File: config.mk
export PLATFORM = sky130hd
export DESIGN_NAME = burner_ignition_sequencer_unit_flat
export DESIGN_NICKNAME = d
export VERILOG_FILES = /design/src/design/bis_pkg.sv /design/src/design/bis_if.sv /design/src/design/burner_ignition_sequencer_unit.sv /design/src/flat_wrapper.sv
export VERILOG_INCLUDE_DIRS = /design/src /design/src/design
export SDC_FILE = /design/constraint.sdc
export NUM_CORES = 1
export LEC_CHECK = 0
export BUFFER_PORTS_ARGS = -buffer_cell sky130_fd_sc_hd__clkbuf_2
export CORE_MARGIN = 4
export CORE_UTILIZATION = 48
export DETAILED_ROUTE_END_ITERATION = 7
export PLACE_DENSITY_LB_ADDON = 0.1
export SLEW_MARGIN = 5
export SYNTH_ARGS = -nofsm -noshare
export SYNTH_HDL_FRONTEND = slang
export SYNTH_SLANG_ARGS = --single-unit
File: constraint.sdc
create_clock -name clk_i -period 3.4 [get_ports clk_i]
set_input_delay 0.68 -clock clk_i [delete_from_list [all_inputs] [get_ports clk_i]]
set_output_delay 0.68 -clock clk_i [all_outputs]
set_load 0.02 [all_outputs]
File: src/design/burner_ignition_sequencer_unit_defines.svh
// Assertion macros shared by the burner ignition sequencer RTL.
`ifndef BURNER_IGNITION_SEQUENCER_UNIT_DEFINES_SVH
`define BURNER_IGNITION_SEQUENCER_UNIT_DEFINES_SVH

// Same-cycle implication, checked out of reset.
`define BIS_ASSERT_IMP(label, ante, cons, msg) \
  label: assert property (@(posedge clk_i) disable iff (!rst_ni) (ante) |-> (cons)) \
    else $error(msg);

// Next-cycle implication, checked out of reset.
`define BIS_ASSERT_NXT(label, ante, cons, msg) \
  label: assert property (@(posedge clk_i) disable iff (!rst_ni) (ante) |=> (cons)) \
    else $error(msg);

`endif

File: src/design/bis_pkg.sv
// Types, codes and helpers of the burner ignition sequencer.
package bis_pkg;

  // Configuration register indexes
  localparam int unsigned CfgIdxW = 2;
  localparam logic [CfgIdxW-1:0] CFG_IGN_WAIT   = 2'd0;
  localparam logic [CfgIdxW-1:0] CFG_BLINK_IGN  = 2'd1;
  localparam logic [CfgIdxW-1:0] CFG_BLINK_LOCK = 2'd2;

  localparam int unsigned CfgDataW = 8;
  localparam logic [CfgDataW-1:0] IGN_WAIT_RST   = 8'd8;
  localparam logic [CfgDataW-1:0] BLINK_IGN_RST  = 8'd2;
  localparam logic [CfgDataW-1:0] BLINK_LOCK_RST = 8'd1;

  // Mode codes as seen on the result item
  localparam logic [1:0] MODE_CODE_WAIT     = 2'd0;
  localparam logic [1:0] MODE_CODE_IGNITION = 2'd1;
  localparam logic [1:0] MODE_CODE_WORKING  = 2'd2;
  localparam logic [1:0] MODE_CODE_LOCKOUT  = 2'd3;

  typedef enum logic [3:0] {
    ModeWait     = 4'b0001,
    ModeIgnition = 4'b0010,
    ModeWorking  = 4'b0100,
    ModeLockout  = 4'b1000
  } mode_e;

  typedef enum logic [2:0] {
    PhSetup  = 3'b001,
    PhFirst  = 3'b010,
    PhSecond = 3'b100
  } phase_e;

  typedef struct packed {
    logic tick;
    logic start_request;
    logic fuel_ok;
    logic oil_warm;
    logic flame_seen;
  } in_item_t;

  typedef struct packed {
    logic       air_on;
    logic       spark_on;
    logic       led_on;
    logic       lockout;
    logic [1:0] mode;
  } out_item_t;

  function automatic logic [1:0] mode_code(mode_e m);
    logic [1:0] c;
    unique case (m)
      ModeWait:     c = MODE_CODE_WAIT;
      ModeIgnition: c = MODE_CODE_IGNITION;
      ModeWorking:  c = MODE_CODE_WORKING;
      ModeLockout:  c = MODE_CODE_LOCKOUT;
      default:      c = MODE_CODE_WAIT;
    endcase
    return c;
  endfunction

endpackage

File: src/design/bis_if.sv
// Valid/ready channels carrying control-loop items and result items.
interface bis_in_if;
  logic               valid;
  logic               ready;
  bis_pkg::in_item_t  data;
  modport source (output valid, output data, input ready);
  modport sink   (input valid, input data, output ready);
endinterface

interface bis_out_if;
  logic               valid;
  logic               ready;
  bis_pkg::out_item_t data;
  modport source (output valid, output data, input ready);
  modport sink   (input valid, input data, output ready);
endinterface

File: src/design/burner_ignition_sequencer_unit.sv
// An accepted item passes through the input register, then the result register.
// Throughput: one item per cycle while the result register can drain; the sequencer state
// updates as an item leaves the input register, through one level of mode/phase logic and
// two 8-bit decrementers. Reset: asynchronous, active low; mode wait, timers and drives
// cleared, registers back to wait 8, ignition blink 2, lockout blink 1.
module burner_ignition_sequencer_unit (
  input  logic                            clk_i,
  input  logic                            rst_ni,
  input  logic                            cfg_we_i,
  input  logic [bis_pkg::CfgIdxW-1:0]     cfg_idx_i,
  input  logic [bis_pkg::CfgDataW-1:0]    cfg_data_i,
  bis_in_if.sink                          in_i,
  bis_out_if.source                       out_o
);
  import bis_pkg::*;
  `include "burner_ignition_sequencer_unit_defines.svh"

  logic [CfgDataW-1:0] ign_wait_q, blink_ign_q, blink_lock_q;

  logic      s1_valid_q;
  in_item_t  s1_item_q;
  logic      adv;

  mode_e       mode_q, mode_d;
  phase_e      phase_q, phase_d;
  logic [7:0]  ign_timer_q, ign_timer_d, it_dec;
  logic [7:0]  blink_timer_q, blink_timer_d, bt_dec;
  logic        preset_q, preset_d;
  logic        air_q, air_d, spark_q, spark_d, led_q, led_d;

  logic        out_valid_q;
  out_item_t   out_item_q, out_item_d;

  // Handshake: advance when the result register is free or being drained
  assign adv         = s1_valid_q && (!out_valid_q || out_o.ready);
  assign in_i.ready  = !s1_valid_q || adv;
  assign out_o.valid = out_valid_q;
  assign out_o.data  = out_item_q;

  // Configuration writes
  always_ff @(posedge clk_i or negedge rst_ni) begin
    if (!rst_ni) begin
      ign_wait_q   <= IGN_WAIT_RST;
      blink_ign_q  <= BLINK_IGN_RST;
      blink_lock_q <= BLINK_LOCK_RST;
    end else if (cfg_we_i) begin
      unique case (cfg_idx_i)
        CFG_IGN_WAIT:   ign_wait_q   <= cfg_data_i;
        CFG_BLINK_IGN:  blink_ign_q  <= cfg_data_i;
        CFG_BLINK_LOCK: blink_lock_q <= cfg_data_i;
        default: ;
      endcase
    end
  end

  // Input register
  always_ff @(posedge clk_i or negedge rst_ni) begin
    if (!rst_ni) begin
      s1_valid_q <= 1'b0;
    end else if (in_i.ready) begin
      s1_valid_q <= in_i.valid;
    end
  end

  always_ff @(posedge clk_i) begin
    if (in_i.valid && in_i.ready) begin
      s1_item_q <= in_i.data;
    end
  end

  // Sequencer next state for the item in the input register
  always_comb begin
    it_dec = ign_timer_q;
    bt_dec = blink_timer_q;
    if (s1_item_q.tick && (ign_timer_q != 8'd0)) it_dec = ign_timer_q - 8'd1;
    if (s1_item_q.tick && (blink_timer_q != 8'd0)) bt_dec = blink_timer_q - 8'd1;

    // latch warm status while fuel is present, outside lockout
    preset_d = preset_q;
    if ((mode_q != ModeLockout) && s1_item_q.fuel_ok) preset_d = s1_item_q.oil_warm;

    // blinker
    blink_timer_d = bt_dec;
    led_d         = led_q;
    if (bt_dec == 8'd0) begin
      unique case (mode_q)
        ModeWait:     led_d = 1'b0;
        ModeIgnition: begin
          blink_timer_d = blink_ign_q;
          led_d         = !led_q;
        end
        ModeWorking:  led_d = 1'b1;
        ModeLockout:  begin
          blink_timer_d = blink_lock_q;
          led_d         = !led_q;
        end
        default: ;
      endcase
    end

    mode_d      = mode_q;
    phase_d     = phase_q;
    ign_timer_d = it_dec;
    air_d       = air_q;
    spark_d     = spark_q;

    unique case (mode_q)
      ModeWait: begin
        air_d   = 1'b0;
        spark_d = 1'b0;
        led_d   = 1'b0;
        if (s1_item_q.start_request && preset_d) begin
          mode_d  = ModeIgnition;
          phase_d = PhSetup;
        end
      end
      ModeIgnition: begin
        if (!s1_item_q.start_request) begin
          mode_d = ModeWait;
        end else begin
          unique case (phase_q)
            PhSetup: begin
              air_d       = 1'b1;
              spark_d     = 1'b1;
              ign_timer_d = ign_wait_q;
              phase_d     = PhFirst;
            end
            PhFirst, PhSecond: begin
              // sample flame once the spark period has run out
              if (it_dec == 8'd0) begin
                spark_d = 1'b0;
                if (s1_item_q.flame_seen) begin
                  mode_d  = ModeWorking;
                  phase_d = PhSetup;
                end else if (phase_q == PhFirst) begin
                  phase_d     = PhSecond;
                  spark_d     = 1'b1;
                  ign_timer_d = ign_wait_q;
                end else begin
                  phase_d = PhSetup;
                  mode_d  = ModeLockout;
                end
              end
            end
            default: phase_d = PhSetup;
          endcase
        end
      end
      ModeWorking: begin
        // lost flame wins over start withdrawn
        if (!s1_item_q.flame_seen) begin
          mode_d = ModeIgnition;
        end else if (!s1_item_q.start_request) begin
          mode_d = ModeWait;
        end
        spark_d = 1'b0;
      end
      ModeLockout: begin
        air_d   = 1'b0;
        spark_d = 1'b0;
      end
      default: mode_d = ModeWait;
    endcase

    out_item_d.air_on   = air_d;
    out_item_d.spark_on = spark_d;
    out_item_d.led_on   = led_d;
    out_item_d.lockout  = (mode_d == ModeLockout);
    out_item_d.mode     = mode_code(mode_d);
  end

  // Sequencer state, updated as each item leaves the input register
  always_ff @(posedge clk_i or negedge rst_ni) begin
    if (!rst_ni) begin
      mode_q        <= ModeWait;
      phase_q       <= PhSetup;
      ign_timer_q   <= 8'd0;
      blink_timer_q <= 8'd0;
      preset_q      <= 1'b0;
      air_q         <= 1'b0;
      spark_q       <= 1'b0;
      led_q         <= 1'b0;
    end else if (adv) begin
      mode_q        <= mode_d;
      phase_q       <= phase_d;
      ign_timer_q   <= ign_timer_d;
      blink_timer_q <= blink_timer_d;
      preset_q      <= preset_d;
      air_q         <= air_d;
      spark_q       <= spark_d;
      led_q         <= led_d;
    end
  end

  // Result register
  always_ff @(posedge clk_i or negedge rst_ni) begin
    if (!rst_ni) begin
      out_valid_q <= 1'b0;
    end else if (adv) begin
      out_valid_q <= 1'b1;
    end else if (out_o.ready) begin
      out_valid_q <= 1'b0;
    end
  end

  always_ff @(posedge clk_i) begin
    if (adv) begin
      out_item_q <= out_item_d;
    end
  end

  // Lockout is left only by reset
  `BIS_ASSERT_NXT(a_lockout_sticky, mode_q == ModeLockout, mode_q == ModeLockout, "lockout left")
  // Spark can only stay on in ignition, or for one pass after start is withdrawn
  `BIS_ASSERT_IMP(a_spark_mode, spark_q,
                  (mode_q == ModeIgnition) || (mode_q == ModeWait), "spark on outside ignition")
  // Sequencer state holds while no item advances
  `BIS_ASSERT_NXT(a_state_hold, !adv,
                  $stable(mode_q) && $stable(ign_timer_q) && $stable(led_q), "state moved")

endmodule
File: src/flat_wrapper.sv
// flat-port wrapper written by rule: the top's interface ports become plain ports
module burner_ignition_sequencer_unit_flat import bis_pkg::*;
  (clk_i, rst_ni, cfg_we_i, cfg_idx_i, cfg_data_i, in_i_valid, in_i_data, in_i_ready, out_o_valid, out_o_data, out_o_ready);
  bis_in_if in_i_i ();
  bis_out_if out_o_i ();
  input  logic clk_i;
  input  logic rst_ni;
  input  logic cfg_we_i;
  input  logic [bis_pkg::CfgIdxW-1:0] cfg_idx_i;
  input  logic [bis_pkg::CfgDataW-1:0] cfg_data_i;
  input wire logic [$bits(in_i_i.valid)-1:0] in_i_valid;
  input wire logic [$bits(in_i_i.data)-1:0] in_i_data;
  output wire logic [$bits(in_i_i.ready)-1:0] in_i_ready;
  output wire logic [$bits(out_o_i.valid)-1:0] out_o_valid;
  output wire logic [$bits(out_o_i.data)-1:0] out_o_data;
  input wire logic [$bits(out_o_i.ready)-1:0] out_o_ready;
  assign in_i_i.valid = in_i_valid;
  assign in_i_i.data = in_i_data;
  assign in_i_ready = in_i_i.ready;
  assign out_o_valid = out_o_i.valid;
  assign out_o_data = out_o_i.data;
  assign out_o_i.ready = out_o_ready;
  burner_ignition_sequencer_unit u_core (.clk_i(clk_i), .rst_ni(rst_ni), .cfg_we_i(cfg_we_i), .cfg_idx_i(cfg_idx_i), .cfg_data_i(cfg_data_i), .in_i(in_i_i), .out_o(out_o_i));
endmodule
## Yosys cells after proc, flatten, opt, wreduce, memory -nomap -nowiden

Index checks and enable logic that the tools add are counted.

| word-level totals | value |
|---|---|
| flip-flop bits (word level) | 64 |
| word-level logic and storage cells | 109 |

| operators by class | value |
|---|---|
| add/sub/neg operators | 2 |
| equality and inequality tests | 16 |
| muxes and demuxes | 42 |
| reduce and logical (&&, ||, !) cells | 26 |

Operator list:

| kind | count |
|---|---|
| 8-bit two-way mux | 8 |
| 4-bit two-way mux | 8 |
| 8-bit one-hot mux with 2 select lines | 2 |
| 8-bit zero test | 2 |
| 4-bit one-hot mux with 4 select lines | 1 |
| 8-bit nonzero test | 2 |
| 8-bit by 1-bit subtractor with 8-bit output, second input constant | 2 |
| 3-bit two-way mux | 5 |
| 3-bit one-hot mux with 2 select lines | 2 |
| 1-bit two-way mux | 11 |
| 4-bit by 2-bit == test with 1-bit output, second input constant | 2 |
| 4-bit by 3-bit == test with 1-bit output, second input constant | 2 |
| 4-bit == test, second input constant | 2 |
| 1-bit one-hot mux with 2 select lines | 4 |
| 1-bit logical AND | 6 |
| 2-bit one-hot mux with 3 select lines | 1 |
| 2-bit AND reduction | 3 |
| 2-bit OR reduction | 3 |
| 5-bit AND reduction | 1 |
| 4-bit by 1-bit == test with 1-bit output, second input constant | 1 |
| 2-bit by 1-bit != test with 1-bit output, second input constant | 2 |
| 4-bit != test, second input constant | 1 |
| 2-bit nonzero test | 2 |
| 3-bit by 1-bit == test with 1-bit output, second input constant | 1 |
| 9 further kinds | 12 |

## Depth between registers and ports, before layout

| depth | value |
|---|---|
| word-level depth | 10 |
| gate-level depth with buffers | 10 |
| mapped depth without buffers | 9 |

## Least setup slack after synthesis

Ideal clock, no wire load.

| timing | value |
|---|---|
| kind | flip-flop to flip-flop |
| start point | register u_core.ign_timer_q[0] |
| end point | register u_core.out_item_q (netlist bit u_core.out_o.data[4]), data pin |
| library setup time | 0.159 ns |
| data arrival time | 2.401 ns |
| required time | 3.241 ns |
| path slack | 0.841 ns |
| stages on the path, launching flop included | 10 |
| path buffers | 0 |
| path through | dfrtp_1 > inv_1 > ha_1 > nand2_1 > nor4_1 > mux2i_1 > nand4_2 > or4_4 > a31o_1 > a22oi_1 |

RTL lines:

| what | line | RTL |
|---|---|---|
| start, declared | burner_ignition_sequencer_unit.sv:26 | `logic [7:0] ign_timer_q, ign_timer_d, it_dec;` |
| start signal, assigned | burner_ignition_sequencer_unit.sv:186 | `ign_timer_q <= ign_timer_d;` |
| end signal, assigned | burner_ignition_sequencer_unit.sv:208 | `out_item_q <= out_item_d;` |
| end, declared | burner_ignition_sequencer_unit.sv:32 | `out_item_t out_item_q, out_item_d;` |

==> impl_metrics.env <==
export IMPL_status="complete, no violations"
export IMPL_ys_seq_area_share_pct=47.0
export IMPL_synth_enable_flop_cells=11
export IMPL_drc_errors=0
export IMPL_syn_nets=375
export IMPL_pwr_share_seq_pct=45.4
export IMPL_drt_initial_drc_count=143
export IMPL_vias=2775
export IMPL_cts_resized=0
export IMPL_ys_flop_type="dfrtp_1"
export IMPL_cap_violations=0
export IMPL_end_kind="register"
export IMPL_hold_viol_final=0
export IMPL_regArea_mm2=0.00166
export IMPL_required_ns=3.57
export IMPL_post_cts_buffers=0
export IMPL_synthArstFlopShare_pct=82.8
export IMPL_grt_overflow=0
export IMPL_layout_drive_gt1_share_pct=25.8
export IMPL_p_leak_nw=1.61
export IMPL_drt_antenna_violating_nets=0
export IMPL_die_area_mm2=0.00881
export IMPL_power_frac_clock_pct=24.3
export IMPL_wirelength_mm=8.10
export IMPL_dp_slack_ns=0.539
export IMPL_initial_core_util_pct=49.0
export IMPL_fp_dieH_um=93.9
export IMPL_synth_cell_types=58
export IMPL_tightest_slew_ns=0.990
export IMPL_synth_area_per_cell_um2=10.1
export IMPL_relSlewSlack_pct=33.9
export IMPL_fin_skew_ns=0.00944
export IMPL_synth_top_cell_area_share_pct=33.9
export IMPL_yosys_top_cells_area="dfrtp_1 34%, edfxtp_1 9.3%, mux2_2 8.3%"
export IMPL_dp_hpwl_mm=5.77
export IMPL_numPortBuffers=27
export IMPL_rsz0062_at_grt="no"
export IMPL_antenna_found_initial=0
export IMPL_worstPathMaxFanout=8
export IMPL_setup_violations=0
export IMPL_critical_path_class="register to register"
export IMPL_worstReg2RegStart="u_core.ign_timer_q[0]"
export IMPL_clk_latency_ns=0.34
export IMPL_crit_arrival_ns=3.09
export IMPL_hp_class="input port to async pin"
export IMPL_swShare_pct=35.7
export IMPL_clkSlewWorstSetupHoldPaths_ns=0.07
export IMPL_cp_start_kind="register"
export IMPL_p_sw_uw=940
export IMPL_cts_buffers=9
export IMPL_routabilityCongestion=0.886
export IMPL_syn_to_final_growth_pct=12.6
export IMPL_via_per_inst=5.71
export IMPL_grt_max_degree=28
export IMPL_grt_pass1_wl_mm=13.8
export IMPL_reg2regPathDepth=9
export IMPL_fin_nets=406
export IMPL_cts_hold_fix_buffers=0
export IMPL_syn_area_mm2=0.00354
export IMPL_synth_area_leader_cell="dfrtp_1"
export IMPL_setup_ws_ns=0.480
export IMPL_syn_inst=352
export IMPL_row_count=31
export IMPL_htree_levels=3
export IMPL_drv_slew=0
export IMPL_synth_seq_cells=64
export IMPL_multiInputGateArea_mm2=0.00176
export IMPL_design_area_mm2=0.00398
export IMPL_power_frac_comb_pct=30.2
export IMPL_fmax_ghz=0.342
export IMPL_groute_usage_overall_pct=20.4
export IMPL_cts_tree="yes"
export IMPL_cts_max_path_buffers=2
export IMPL_ios=28
export IMPL_postPlaceCellArea_mm2=0.00380
export IMPL_grt_pass1_vias=2794
export IMPL_clock_sinks=64
export IMPL_p_per_area_mw_per_mm2=662
export IMPL_wire_per_inst_um=16.7
export IMPL_p_int_mw=1.70
export IMPL_crit_start="u_core.ign_timer_q[0]"
export IMPL_synth_warnings=0
export IMPL_dr_pass1_iters=4
export IMPL_coreArea_mm2=0.00721
export IMPL_finalSetupTns_ns=0
export IMPL_fill_cells=671
export IMPL_vdd_ir_drop_max_v=0.000420
export IMPL_min_period_ns=2.92
export IMPL_period_share_pct=85.9
export IMPL_antenna_cells=0
export IMPL_clockRootBuffer="clkbuf_8"
export IMPL_die_width_um=93.9
==> metrics by stage <==
stage / power, mW / hold WS (ns) / util, % / cells
6_report: 2.64 / 0.271 / 55.2 / 486
5_1_grt: 2.83 / 0.295 / 55.2 / 486
4_1_cts: 2.66 / 0.280 / 55.2 / 486
3_5_place_dp: 2.00 / 0.477 / 52.6 / 471
3_3_place_gp: 1.99 / 0.465 / 52.6 / 471
2_1_floorplan: 1.78 / 0.384 / - / 352
==> synth_stat cells, drive strengths merged (3+ instances only) <==
cell	instances
dfrtp	48
inv	14
and2	3
or2	5
o21ai	28
nor2	34
nand2	24
a21oi	20
o211ai	3
a31o	4
nor3b	5
nand3	11
nor3	8
mux2i	7
buf	4
a31oi	4
ha	3
dfstp	5
edfxtp	11
o22ai	3
o21bai	4
and3	3
a22oi	11
nor2b	3
o31a	4
nand2b	6
nor4b	4
clkbuf	11
nor4	4
mux2	26
or4	4
nand3b	4
==> critical path: stages, from the launching register on <==
cell,delay (ns)
dfrtp_1,0.43
inv_1,0.08
ha_1,0.28
nand2_1,0.15
nor4_1,0.26
mux2i_1,0.31
nand4_2,0.26
or4_4,0.56
a31o_1,0.23
a22oi_1,0.19
==> final timing paths <==
kind                                               end  slack, ns
worst min register to register      u_core.out_o.valid       0.49
worst min-delay path                u_core.out_o.valid       0.27
max in group asynchronous       u_core.blink_lock_q[0]       2.44
worst max register to register    u_core.out_o.data[4]       0.48
min in group clk_i                  u_core.out_o.valid       0.49
worst max-delay path              u_core.out_o.data[4]       0.48
==> routing by layer <==
| metal | global-route usage, % | up-vias | wire length, um |
|---|---|---|---|
| met5 | 0 | - | 0 |
| met4 | 7.46 | 0 | 131 |
| met3 | 5.69 | 8 | 366 |
| met2 | 31.9 | 67 | 3880 |
| met1 | 26.9 | 1332 | 3730 |
| li1 | - | 1368 | - |
==> power by group through the flow <==
stage / Combinational, mW / Sequential, mW / Clock, mW
2_1_floorplan: 0.631 / 1.15 / 0
3_3_place_gp: 0.783 / 1.21 / 0
3_5_place_dp: 0.793 / 1.21 / 0
4_1_cts: 0.798 / 1.20 / 0.662
5_1_grt: 0.904 / 1.23 / 0.697
6_report: 0.797 / 1.20 / 0.641
==> sequential cells by signal, summed over array words and instances, names as in the netlist, 3 cells and up <==
name                  cells
u_core.ign_timer_q        8
u_core.blink_timer_q      8
u_core.out_o.data         6
u_core.blink_lock_q       8
u_core.s1_item_q          5
u_core.blink_ign_q        8
u_core.mode_q             4
u_core.phase_q            3
u_core.ign_wait_q         8
==> cell type report <==
class                   count  share of cell area, %
inverters                  14                   1.32
repair buffers             35                   4.90
flip-flops and latches     64                   41.8
multi-input cells         259                   44.2
well taps                  99                   3.11
clock inverters             4                   1.13
clock buffers              11                   3.55
==> kinds of logic (layout without fill, tap and decap cells) <==
group / after synthesis / in the layout / synth area share (%)
AOI/OAI and AO/OA: 97 / 97 / 18.6
xor gates and xnor gates: 2 / 2 / 0.495
adders and majority gates: 3 / 3 / 1.06
buffers and inverters: 29 / 64 / 3.22
DFF: 64 / 64 / 47.0
muxes: 33 / 33 / 10.3
and+or+nand+nor: 124 / 124 / 19.4
==> placed cells by master, fill, tap and decap left out, drive strengths merged, types with 6 or more instances in the layout <==
cell type and count:
a21oi 20, a22oi 11, buf 8, clkbuf 38
dfrtp 48, edfxtp 11, inv 14, mux2 26
mux2i 7, nand2 24, nand2b 6, nand3 11
nor2 34, nor3 8, o21ai 28
Note: power is estimated with default switching activity, not from simulation.
